`src/hdl/rse_pkg.sv`:
```
// ----------------------------------------------------------------------------
// rse_pkg
// Shared widths, codes and types of the reverse Polish stack evaluator.
// ----------------------------------------------------------------------------
package rse_pkg;

  localparam int VALUE_W         = 48;
  localparam int CMD_W           = 3;
  localparam int STATUS_W        = 3;
  localparam int STACK_DEPTH     = 64;
  localparam int FRACTION_BITS   = 24;
  localparam int OPERAND_CEILING = 10;

  localparam int ADDR_W      = $clog2(STACK_DEPTH);
  localparam int CNT_W       = $clog2(STACK_DEPTH + 1);
  localparam int QUEUE_DEPTH = 2;
  localparam int HALF_W      = VALUE_W / 2;
  localparam int PROD_W      = 2 * VALUE_W;
  localparam int DIV_W       = VALUE_W + FRACTION_BITS;
  localparam int DIV_CNT_W   = $clog2(DIV_W + 1);

  localparam logic [VALUE_W-1:0] VALUE_MAX = {1'b0, {(VALUE_W-1){1'b1}}};
  localparam logic [VALUE_W-1:0] VALUE_MIN = {1'b1, {(VALUE_W-1){1'b0}}};
  localparam logic signed [VALUE_W-1:0] OPERAND_LIMIT =
    VALUE_W'(OPERAND_CEILING) << FRACTION_BITS;

  localparam logic [CMD_W-1:0] CMD_PUSH = 3'd0;
  localparam logic [CMD_W-1:0] CMD_ADD  = 3'd1;
  localparam logic [CMD_W-1:0] CMD_SUB  = 3'd2;
  localparam logic [CMD_W-1:0] CMD_MUL  = 3'd3;
  localparam logic [CMD_W-1:0] CMD_DIV  = 3'd4;
  localparam logic [CMD_W-1:0] CMD_END  = 3'd5;

  typedef enum logic [2:0] {
    KIND_PUSH,
    KIND_ADD,
    KIND_SUB,
    KIND_MUL,
    KIND_DIV,
    KIND_END
  } kind_t;

  typedef enum logic [STATUS_W-1:0] {
    ST_OK      = 3'd0,
    ST_FEW     = 3'd1,
    ST_BIG     = 3'd2,
    ST_NOT_ONE = 3'd3,
    ST_FULL    = 3'd4
  } status_t;

  typedef enum logic [2:0] {
    S_IDLE,
    S_READ_B,
    S_ARITH,
    S_MUL,
    S_DIV,
    S_FINISH
  } state_t;

  typedef struct packed {
    kind_t                     kind;
    logic                      too_big;
    logic signed [VALUE_W-1:0] operand;
  } entry_t;

endpackage

```
`src/hdl/rse_ifs.sv`:
```
// ----------------------------------------------------------------------------
// rse_cmd_if / rse_res_if
// Valid/ready channels for command words and result words.
// ----------------------------------------------------------------------------
interface rse_cmd_if;
  logic                              valid;
  logic                              ready;
  logic [rse_pkg::CMD_W-1:0]         command;
  logic signed [rse_pkg::VALUE_W-1:0] operand_value;

  modport source (output valid, command, operand_value, input ready);
  modport sink   (input valid, command, operand_value, output ready);
endinterface


```
`src/hdl/rse_front.sv`:
```
// ----------------------------------------------------------------------------
// rse_front
// Accepts command words, classifies them and checks push operands.
// ----------------------------------------------------------------------------
module rse_front (
  rse_cmd_if.sink          cmd,
  output logic             q_wr_valid,
  input  logic             q_wr_ready,
  output rse_pkg::entry_t  q_wr_data
);

  logic keep;

  always_comb begin
    keep              = 1'b1;
    q_wr_data.kind    = rse_pkg::KIND_PUSH;
    q_wr_data.operand = cmd.operand_value;
    q_wr_data.too_big = (cmd.operand_value >= rse_pkg::OPERAND_LIMIT);
    case (cmd.command)
      rse_pkg::CMD_PUSH: q_wr_data.kind = rse_pkg::KIND_PUSH;
      rse_pkg::CMD_ADD:  q_wr_data.kind = rse_pkg::KIND_ADD;
      rse_pkg::CMD_SUB:  q_wr_data.kind = rse_pkg::KIND_SUB;
      rse_pkg::CMD_MUL:  q_wr_data.kind = rse_pkg::KIND_MUL;
      rse_pkg::CMD_DIV:  q_wr_data.kind = rse_pkg::KIND_DIV;
      rse_pkg::CMD_END:  q_wr_data.kind = rse_pkg::KIND_END;
      default:           keep = 1'b0;
    endcase
  end

  // drop unknown commands on acceptance
  assign q_wr_valid = cmd.valid && keep;
  assign cmd.ready  = q_wr_ready;

endmodule

```
`src/flat_wrapper.sv`:
```
// flat-port wrapper written by rule: the top's interface ports become plain ports
module rse_front_flat 
  (q_wr_valid, q_wr_ready, q_wr_data, cmd_valid, cmd_command, cmd_operand_value, cmd_ready);
  rse_cmd_if cmd_i ();
  output logic q_wr_valid;
  input  logic q_wr_ready;
  output rse_pkg::entry_t q_wr_data;
  input wire logic [$bits(cmd_i.valid)-1:0] cmd_valid;
  input wire logic [$bits(cmd_i.command)-1:0] cmd_command;
  input wire logic [$bits(cmd_i.operand_value)-1:0] cmd_operand_value;
  output wire logic [$bits(cmd_i.ready)-1:0] cmd_ready;
  assign cmd_i.valid = cmd_valid;
  assign cmd_i.command = cmd_command;
  assign cmd_i.operand_value = cmd_operand_value;
  assign cmd_ready = cmd_i.ready;
  rse_front u_core (.cmd(cmd_i), .q_wr_valid(q_wr_valid), .q_wr_ready(q_wr_ready), .q_wr_data(q_wr_data));
endmodule
```
`config.mk`:
```
export PLATFORM = sky130hd
export DESIGN_NAME = rse_front_flat
export DESIGN_NICKNAME = d
export VERILOG_FILES = /design/src/hdl/rse_pkg.sv /design/src/hdl/rse_ifs.sv /design/src/hdl/rse_front.sv /design/src/flat_wrapper.sv
export SDC_FILE = /design/constraint.sdc
export NUM_CORES = 1
export LEC_CHECK = 0
export BUFFER_PORTS_ARGS = -buffer_cell sky130_fd_sc_hd__buf_2
export CORE_MARGIN = 2
export CORE_UTILIZATION = 21
export DETAILED_ROUTE_END_ITERATION = 6
export MAX_ROUTING_LAYER = met4
export PLACE_DENSITY = 0.8
export SYNTH_ARGS = -nofsm -noshare
export SYNTH_HDL_FRONTEND = slang
export SYNTH_SLANG_ARGS = --single-unit
```
`constraint.sdc`:
```
create_clock -name vclk -period 0.8
set_input_delay 0.12 -clock vclk [all_inputs]
set_output_delay 0.12 -clock vclk [all_outputs]
set_load 0.005 [all_outputs]
```
==> results.sh <==
export IMPL_critical_path_endpoint_type="output port"
export IMPL_grt_start_max_net_pins=5
export IMPL_io_buffers=55
export IMPL_yosysWarningCount=0
export IMPL_hold_viol=0
export IMPL_internal_power_uw=120.5
export IMPL_maxSlewHeadroom_pct=78.82
export IMPL_floorplan_rows=16
export IMPL_route_antenna_remaining_nets=0
export IMPL_final_instance_count_excl_fill=94
export IMPL_synth_nets=114
export IMPL_whs_endpoint="q_wr_data[0]"
export IMPL_min_path_type="in -> out"
export IMPL_critical_path_cell_chain="buf_8 -> nor4_4 -> and4_1 -> a31oi_1 -> buf_2"
export IMPL_final_layout_size_suffix_gt1_share_pct=85.07
export IMPL_final_core_util_pct=22.03
export IMPL_grt_use_total_pct=8.301
export IMPL_ys_types=8
export IMPL_holdBufCountCts=0
export IMPL_syn_mean_instance_area_um2=7.302
export IMPL_setup_viol=1
export IMPL_violations="setup timing"
export IMPL_hp_start="cmd_operand_value[0]"
export IMPL_powerDensity_nw_per_um2=465.8
export IMPL_initialDrtViolationCount=0
export IMPL_ff_latch_area_um2=0
export IMPL_syn_area_um2=445.4
export IMPL_worst_ep_required_time_ps=680
export IMPL_cpPeakStageDelay_ps=230
export IMPL_power_static_leakage_uw=0.0002493
export IMPL_die_area_um2=2506
export IMPL_gr_total_overflow=0
export IMPL_mostFrequentLayoutCells="sky130_fd_sc_hd__buf_2 (51), sky130_fd_sc_hd__buf_6 (3), sky130_fd_sc_hd__nor2b_1 (2), sky130_fd_sc_hd__a21boi_0 (2), sky130_fd_sc_hd__nor4_1 (2)"
export IMPL_most_common_library_cell_in_the_layout_ignoring_fill_and_taps="sky130_fd_sc_hd__buf_2"
export IMPL_wl_per_cell_um=12.81
export IMPL_syn_inst=61
export IMPL_gp_congestion=0.6151
export IMPL_timing_critical_path_fanout_max=2
export IMPL_power_frac_clock_pct=0
export IMPL_status="finished, violations left"
export IMPL_drt_pass1_iter_count=1
export IMPL_pin_count=107
export IMPL_fillers=250
export IMPL_comb_power_share_pct=100.0
export IMPL_worst_setup_path_type="in -> out"
export IMPL_sequential_cell_total=0
export IMPL_final_max_slew_violation_count=0
export IMPL_timing_final_crit_period_ps=988.5
export IMPL_clock_tree_buffer_count_of_the_final_layout=0
export IMPL_antenna_diode_count=0
export IMPL_finalCritPeriodShare_pct=123.6
export IMPL_setup_slack_ps=-188.5
export IMPL_power_switching_fraction_pct=40.77
export IMPL_initial_core_utilization_pct=22.47
export IMPL_fmaxAchievable_mhz=1012
export IMPL_nNetsFinal=122
export IMPL_sequentialPowerShare_pct=0
export IMPL_crit_start_category="input pin"
export IMPL_post_dp_cell_area_um2=386.6
export IMPL_drcViolationCount=0
export IMPL_ir_drop_mv=0.08687
export IMPL_min_path_cells=0
export IMPL_total_switching_power_uw=82.93
export IMPL_synth_seq_area_share_pct=0
export IMPL_routed_via_count=371
export IMPL_post_drt_via_cell_ratio=3.947
export IMPL_timing_critical_path_arrival_ps=870
export IMPL_number_of_antenna_violations_at_the_first_check_in_global_routing=0
export IMPL_setup_repair_after_global_routing_missed_its_margin="true"
export IMPL_worst_hold_slack_across_all_endpoints_ps=240.0
export IMPL_layout_area_overhead_vs_synth_pct=-1.966
export IMPL_core_region_area_um2=1982
export IMPL_final_design_area_no_fill_um2=436.7
export IMPL_maxCapViolCount=0
export IMPL_grt_pass1_vias=331
export IMPL_crit_path_top_delay_cell="sky130_fd_sc_hd__nor4_4"
export IMPL_final_wirelength_um=1204
export IMPL_grt_pass1_wl_um=1614
export IMPL_place_detailed_instances=94
export IMPL_die_h_um=50.06
export IMPL_chipWidth_um=50.06
export IMPL_cts_post_setup_buffers_inserted=0
export IMPL_total_power_uw=203.4
export IMPL_worst_slew_pin_tran_ps=314.8
[power by group through the flow]
stage                     Combinational, uW  Clock [uW]  Sequential [uW]
after CTS                               196           0                0
after detailed placement                185           0                0
after global routing                    224           0                0
after floorplan                         216           0                0
final                                   203           0                0
after global placement                  180           0                0
[worst max-delay path: cells and delay by family]
family                 cells  cell delay [ps]
AO/OA/AOI/OAI              1               70
AND/OR/NAND/NOR            2              450
buffers and inverters      2              230
[per-stage QoR]
step	TNS (ps)	setup slack, ps
after floorplan	0	58.88
after global placement	-208.8	-208.8
after detailed placement	-232.8	-232.8
after CTS	-217.2	-217.2
after global routing	-268.0	-268.0
final	-188.5	-188.5
[final cells by class]
class	count	area, um2	share of cell area, %
repair buffers	55	304.0	69.63
multi-input cells	12	98.84	22.64
well taps	27	33.78	7.736
[cells by family after synthesis]
| family | count (synthesis) | share of synthesized area (%) |
|---|---|---|
| buffers and inverters | 49 | 82.58 |
| AND/OR/NAND/NOR | 8 | 11.51 |
| AO/OA/AOI/OAI | 4 | 5.898 |
[what timing repair did]
item                       in CTS  in global routing
setup endpoints to repair       1                  1
gates resized for setup         4                  4
pin swaps                       4                  3
[per-layer routing]
layer	up-vias	track usage [%]	share of wire (%)
met5	-	-	0
met1	154	9.601	35
li1	162	-	-
met4	0	1.389	1.6
met2	51	14.04	46
met3	4	2.727	18
[worst max-delay path by stage]
stage	from	end	slack (ps)
6_report	cmd_operand_value[32]	q_wr_data[48]	-190
5_1_grt	cmd_operand_value[32]	q_wr_data[48]	-270
4_1_cts	cmd_operand_value[34]	q_wr_data[48]	-220
3_5_place_dp	cmd_operand_value[46]	q_wr_data[48]	-230
3_3_place_gp	cmd_operand_value[46]	q_wr_data[48]	-210
2_1_floorplan	cmd_operand_value[35]	q_wr_data[48]	60
[synth_stat cells]
master                     number  share of area [%]
sky130_fd_sc_hd__nor4_1         4                5.6
sky130_fd_sc_hd__and4_1         1                2.0
sky130_fd_sc_hd__o21ai_0        1                1.1
sky130_fd_sc_hd__a31oi_1        1                1.4
sky130_fd_sc_hd__nor2b_1        2                2.8
sky130_fd_sc_hd__nor3_1         1                1.1
sky130_fd_sc_hd__a21boi_0       2                3.4
sky130_fd_sc_hd__buf_4         49                 83
Power figures use the tool's default switching activity.
