## src/hdl/rse_pkg.sv

```systemverilog
// ----------------------------------------------------------------------------
// rse_pkg
// Shared widths, codes and types of the reverse Polish stack evaluator.
// ----------------------------------------------------------------------------
package rse_pkg;

  localparam int VALUE_W         = 48;
  localparam int CMD_W           = 3;
  localparam int STATUS_W        = 3;
  localparam int STACK_DEPTH     = 64;
  localparam int FRACTION_BITS   = 24;
  localparam int OPERAND_CEILING = 10;

  localparam int ADDR_W      = $clog2(STACK_DEPTH);
  localparam int CNT_W       = $clog2(STACK_DEPTH + 1);
  localparam int QUEUE_DEPTH = 2;
  localparam int HALF_W      = VALUE_W / 2;
  localparam int PROD_W      = 2 * VALUE_W;
  localparam int DIV_W       = VALUE_W + FRACTION_BITS;
  localparam int DIV_CNT_W   = $clog2(DIV_W + 1);

  localparam logic [VALUE_W-1:0] VALUE_MAX = {1'b0, {(VALUE_W-1){1'b1}}};
  localparam logic [VALUE_W-1:0] VALUE_MIN = {1'b1, {(VALUE_W-1){1'b0}}};
  localparam logic signed [VALUE_W-1:0] OPERAND_LIMIT =
    VALUE_W'(OPERAND_CEILING) << FRACTION_BITS;

  localparam logic [CMD_W-1:0] CMD_PUSH = 3'd0;
  localparam logic [CMD_W-1:0] CMD_ADD  = 3'd1;
  localparam logic [CMD_W-1:0] CMD_SUB  = 3'd2;
  localparam logic [CMD_W-1:0] CMD_MUL  = 3'd3;
  localparam logic [CMD_W-1:0] CMD_DIV  = 3'd4;
  localparam logic [CMD_W-1:0] CMD_END  = 3'd5;

  typedef enum logic [2:0] {
    KIND_PUSH,
    KIND_ADD,
    KIND_SUB,
    KIND_MUL,
    KIND_DIV,
    KIND_END
  } kind_t;

  typedef enum logic [STATUS_W-1:0] {
    ST_OK      = 3'd0,
    ST_FEW     = 3'd1,
    ST_BIG     = 3'd2,
    ST_NOT_ONE = 3'd3,
    ST_FULL    = 3'd4
  } status_t;

  typedef enum logic [2:0] {
    S_IDLE,
    S_READ_B,
    S_ARITH,
    S_MUL,
    S_DIV,
    S_FINISH
  } state_t;

  typedef struct packed {
    kind_t                     kind;
    logic                      too_big;
    logic signed [VALUE_W-1:0] operand;
  } entry_t;

endpackage

```

## src/hdl/rse_queue.sv

```systemverilog
// ----------------------------------------------------------------------------
// rse_queue
// Short register queue between the front and the back.
// ----------------------------------------------------------------------------
module rse_queue (
  input  logic            clk,
  input  logic            rst,
  input  logic            wr_valid,
  output logic            wr_ready,
  input  rse_pkg::entry_t wr_data,
  output logic            rd_valid,
  input  logic            rd_ready,
  output rse_pkg::entry_t rd_data
);

  localparam int PTR_W  = $clog2(rse_pkg::QUEUE_DEPTH);
  localparam int FILL_W = $clog2(rse_pkg::QUEUE_DEPTH + 1);

  rse_pkg::entry_t   entries [rse_pkg::QUEUE_DEPTH];
  logic [PTR_W-1:0]  wptr;
  logic [PTR_W-1:0]  rptr;
  logic [FILL_W-1:0] fill;
  logic              do_wr;
  logic              do_rd;

  assign wr_ready = (fill != FILL_W'(rse_pkg::QUEUE_DEPTH));
  assign rd_valid = (fill != '0);
  assign rd_data  = entries[rptr];
  assign do_wr    = wr_valid && wr_ready;
  assign do_rd    = rd_valid && rd_ready;

  always_ff @(posedge clk) begin
    if (do_wr) begin
      entries[wptr] <= wr_data;
    end
    if (rst) begin
      wptr <= '0;
      rptr <= '0;
      fill <= '0;
    end else begin
      if (do_wr) begin
        wptr <= (wptr == PTR_W'(rse_pkg::QUEUE_DEPTH - 1)) ? '0 : wptr + 1'b1;
      end
      if (do_rd) begin
        rptr <= (rptr == PTR_W'(rse_pkg::QUEUE_DEPTH - 1)) ? '0 : rptr + 1'b1;
      end
      if (do_wr && !do_rd) begin
        fill <= fill + 1'b1;
      end else if (do_rd && !do_wr) begin
        fill <= fill - 1'b1;
      end
    end
  end

endmodule

```

## config.mk

```make
export PLATFORM = sky130hd
export DESIGN_NAME = rse_queue
export DESIGN_NICKNAME = d
export VERILOG_FILES = /design/src/hdl/rse_pkg.sv /design/src/hdl/rse_queue.sv
export SDC_FILE = /design/constraint.sdc
export NUM_CORES = 1
export LEC_CHECK = 0
export BUFFER_PORTS_ARGS = -buffer_cell sky130_fd_sc_hd__buf_2
export CORE_MARGIN = 3
export CORE_UTILIZATION = 35
export CTS_BUF_LIST = sky130_fd_sc_hd__clkbuf_8
export DETAILED_ROUTE_END_ITERATION = 12
export HOLD_SLACK_MARGIN = 0.12
export SETUP_SLACK_MARGIN = 0.15
export SLEW_MARGIN = 20
export SYNTH_ARGS = -nofsm -noshare
export SYNTH_HDL_FRONTEND = slang
export SYNTH_SLANG_ARGS = --single-unit
```

## constraint.sdc

```tcl
create_clock -name clk -period 7.15 [get_ports clk]
set_input_delay 0.3575 -clock clk [delete_from_list [all_inputs] [get_ports clk]]
set_output_delay 0.3575 -clock clk [all_outputs]
set_load 0.02 [all_outputs]
```

==> flow_summary.yaml <==
synthesis:
  synth_largest_type_area_fraction: 0.786
  post_synthesis_share_of_cell_area_spent_on_full_adders_half_adders_and_majority_gates: 0.00315
  synth_compound_gate_area_share: 0.00756
  synthDistinctLibCells: 18
  net_count_of_the_mapped_netlist: 243
  synth_most_common_cell: "sky130_fd_sc_hd__edfxtp_1"
  synth-edff-count: 104
  syn_inst: 186
  synth_mux_area_frac: 0.147
  dominant_combinational_cell_family_by_area_after_synthesis: "multiplexers"
  post_synth_and_or_nand_nor_area_fraction: 0.0126
  synth.area.top_cells: "sky130_fd_sc_hd__edfxtp_1 (79%), sky130_fd_sc_hd__mux2_2 (15%), sky130_fd_sc_hd__dfxtp_1 (2.5%)"
  netlist_area_um2: 3970
  yosysWarningCount: 0
  synth-xor-area-share: 0.00662
  ys_seq_elements: 109
  synth_area_per_cell_um2: 21.4
  synth_top_area_cell: "sky130_fd_sc_hd__edfxtp_1"
  postSynth.topFlopCell: "sky130_fd_sc_hd__edfxtp_1"
  seq_area_frac_synth: 0.812
  post_synth_most_frequent_cells: "sky130_fd_sc_hd__edfxtp_1 (104), sky130_fd_sc_hd__mux2_2 (52), sky130_fd_sc_hd__dfxtp_1 (5)"
  postSynth.asyncResetShare: 0
setup_path:
  cp_slowest_stage_delay_ns: 0.65
  r2r-start: "fill[0]"
  start_kind: "flop"
  worst_ep_arrival_time_ns: 2.08
  path_class: "reg -> out"
  worst_r2r_endpoint: "entries[1][37]"
  timing.critical_path.to_type: "output pin"
  worst_r2r_path_depth: 3
  critical_path.endpoint: "rd_data[4]"
  critical_path_peak_fanout: 32
  regToRegSetupSlack_ns: 5.09
  cpMaxStageDelayCell: "sky130_fd_sc_hd__dfxtp_2"
  cp_cell_sequence: "buf_4 -> mux2_2 -> buf_2"
  data_required_time_of_the_worst_path_ns: 6.79
detailed_routing:
  remaining_drc_errors: 0
  routed_via_density: 4.52
  routed_wirelength_mm: 6.88
  remaining_antenna_violation_count_after_routing: 0
  drtIter0Drc: 59
  routed-via-count: 2025
  drt_first_pass_iters: 4
  detail_route.wl_per_cell_um: 15.4
placed_design:
  place_inst: 432
  gp_congestion: 0.649
  place.port_buffers: 109
  post_dp_cell_area_um2: 4680
clock_network:
  cts_max_level: 3
  clk_transition_reported_paths_ns: 0.09
  postCtsHoldBufs: 0
  cts_made_buffers: 9
  post_cts_resized: 0
  root_buffer: "sky130_fd_sc_hd__clkbuf_8"
  tritoncts_clock_tree: "done"
  clock_buffer_depth: 2
  clkLatencyLatePin_ns: 0.36
  postCtsSetupBuffers: 0
  clock_sinks: 109
layout:
  stdcell_count: 448
  fin_area_um2: 4850
  final_antenna_diode_count: 0
  drive_above_1_share: 0.588
  layout-area-overhead-vs-synth_pct: 22.1
  design.final.nets: 360
  layout.filler_cells: 1029
global_routing:
  grt_pass1_vias: 2140
  busiest_layer: "met2"
  groute.layer.met3.usage: 0.0296
  grt_max_degree: 53
  grt_overflow: 0
  grt_util_met1: 0.139
  track_usage: 0.111
  global_route_wire_length_before_repair_mm: 10.6
  antenna_found_initial: 1
  globalRouteMet2Util: 0.176
timing:
  grt_setup_unrepaired: "no"
  setup_tns_ns: 0
  worst_skew_ns: 0.00586
  period_utilization_post_route: 0.342
  final-setup-viol-count: 0
  finalMaxSlewViolations: 0
  timing.final.crit_period_ns: 2.44
  worstMarginPinSlew_ns: 0.707
  fmax_mhz: 410
  timing_hold_violations_final: 0
  max-slew-margin-rel: 0.528
floorplan:
  initial_utilization: 0.362
  rows: 38
  top_level_ports: 110
  die_height_um: 113
  die_width_um: 113
  core_area_um2: 11000
  die_area_um2: 12700
hold_path:
  hold_path_class: "in -> reg"
flow_run:
  reported_max_cap_violation_count: 0
power_and_ir_drop:
  ir_drop_mv: 0.157
  power.density_cell_area_nw_per_um2: 337
  power.static_leakage_nw: 1.81
status:
  status: "finished, final reports clean"
==> where the power goes <==
part | total (W) | switching, W | internal (W) | leakage [nW]
sequential | 0.000833 | 0.0000353 | 0.000798 | 1.01
combinational | 0.000473 | 0.000279 | 0.000194 | 0.692
clock | 0.000326 | 0.000185 | 0.000141 | 0.104
==> critical path: cells and delay by family (launching register included) <==
family | cells | cell delay [ns]
mux | 1 | 0.41
flops | 1 | 0.65
buf+inv | 2 | 0.64
==> cell type report <==
| cell class | count | area [um2] | area share |
|---|---|---|---|
| Clock buffer | 11 | 151 | 0.0312 |
| Clock inverter | 5 | 20.0 | 0.00413 |
| Timing Repair Buffer | 112 | 568 | 0.117 |
| Tap cell | 140 | 175 | 0.0361 |
| Multi-Input combinational cell | 70 | 706 | 0.146 |
| Inverter | 1 | 3.75 | 0.000774 |
| Sequential cell | 109 | 3220 | 0.665 |
==> state kept, by name (all words and copies together), names as in the netlist, named ones only <==
name,count
rptr,1
entries,104
fill,2
wptr,1
==> per-stage QoR <==
step	worst slack [ns]	power [W]	utilization	hold WS, ns
after CTS	4.62	0.00166	0.441	0.158
after detailed placement	5.03	0.00133	0.426	0.513
after global placement	5.03	0.00133	0.426	0.486
after global routing	4.53	0.00172	0.441	0.158
final	4.71	0.00163	0.441	0.182
after floorplan	4.72	0.00118	-	0.427
==> metal layers <==
metal | routed length, um | vias up
met5 | 8 | -
met4 | 132 | 2
met3 | 427 | 12
met2 | 3250 | 66
met1 | 3070 | 989
li1 | - | 956
==> cell usage in the layout (no fill, tap or decap) <==
master / synthesis / routed
sky130_fd_sc_hd__nand3b_1: 1 / 1
sky130_fd_sc_hd__or3_1: 1 / 1
sky130_fd_sc_hd__clkinv_2: 0 / 1
sky130_fd_sc_hd__buf_4: 4 / 3
sky130_fd_sc_hd__dfxtp_1: 5 / 4
sky130_fd_sc_hd__clkbuf_8: 0 / 11
sky130_fd_sc_hd__a21bo_2: 1 / 1
sky130_fd_sc_hd__xor2_1: 3 / 3
sky130_fd_sc_hd__nand2b_1: 1 / 1
sky130_fd_sc_hd__mux2_2: 52 / 52
sky130_fd_sc_hd__or2_2: 1 / 1
sky130_fd_sc_hd__ha_1: 1 / 1
sky130_fd_sc_hd__and3_2: 0 / 1
sky130_fd_sc_hd__edfxtp_1: 104 / 104
sky130_fd_sc_hd__nor2_1: 3 / 3
sky130_fd_sc_hd__inv_1: 1 / 4
sky130_fd_sc_hd__dfxtp_2: 0 / 1
sky130_fd_sc_hd__a21oi_1: 2 / 2
sky130_fd_sc_hd__and2_1: 1 / 1
sky130_fd_sc_hd__inv_2: 0 / 1
sky130_fd_sc_hd__o21ai_0: 2 / 2
sky130_fd_sc_hd__buf_2: 2 / 109
==> worst min path at each step <==
stage,startpoint,endpoint,slack (ns),cells after the start
finish,wr_data[9],entries[1][9],0.18,1
global route,wr_data[7],entries[0][7],0.16,1
CTS,wr_data[9],entries[1][9],0.16,1
detailed placement,fill[1],fill[1],0.51,2
global placement,rptr,rptr,0.49,2
floorplan,rst,fill[1],0.43,1
==> logic make-up after synthesis <==
family	after synthesis
mux	52
compound gates	5
buf+inv	7
simple gates	9
fa+ha+maj	1
flops	109
xor+xnor	3
(Power assumes the default switching activity.)
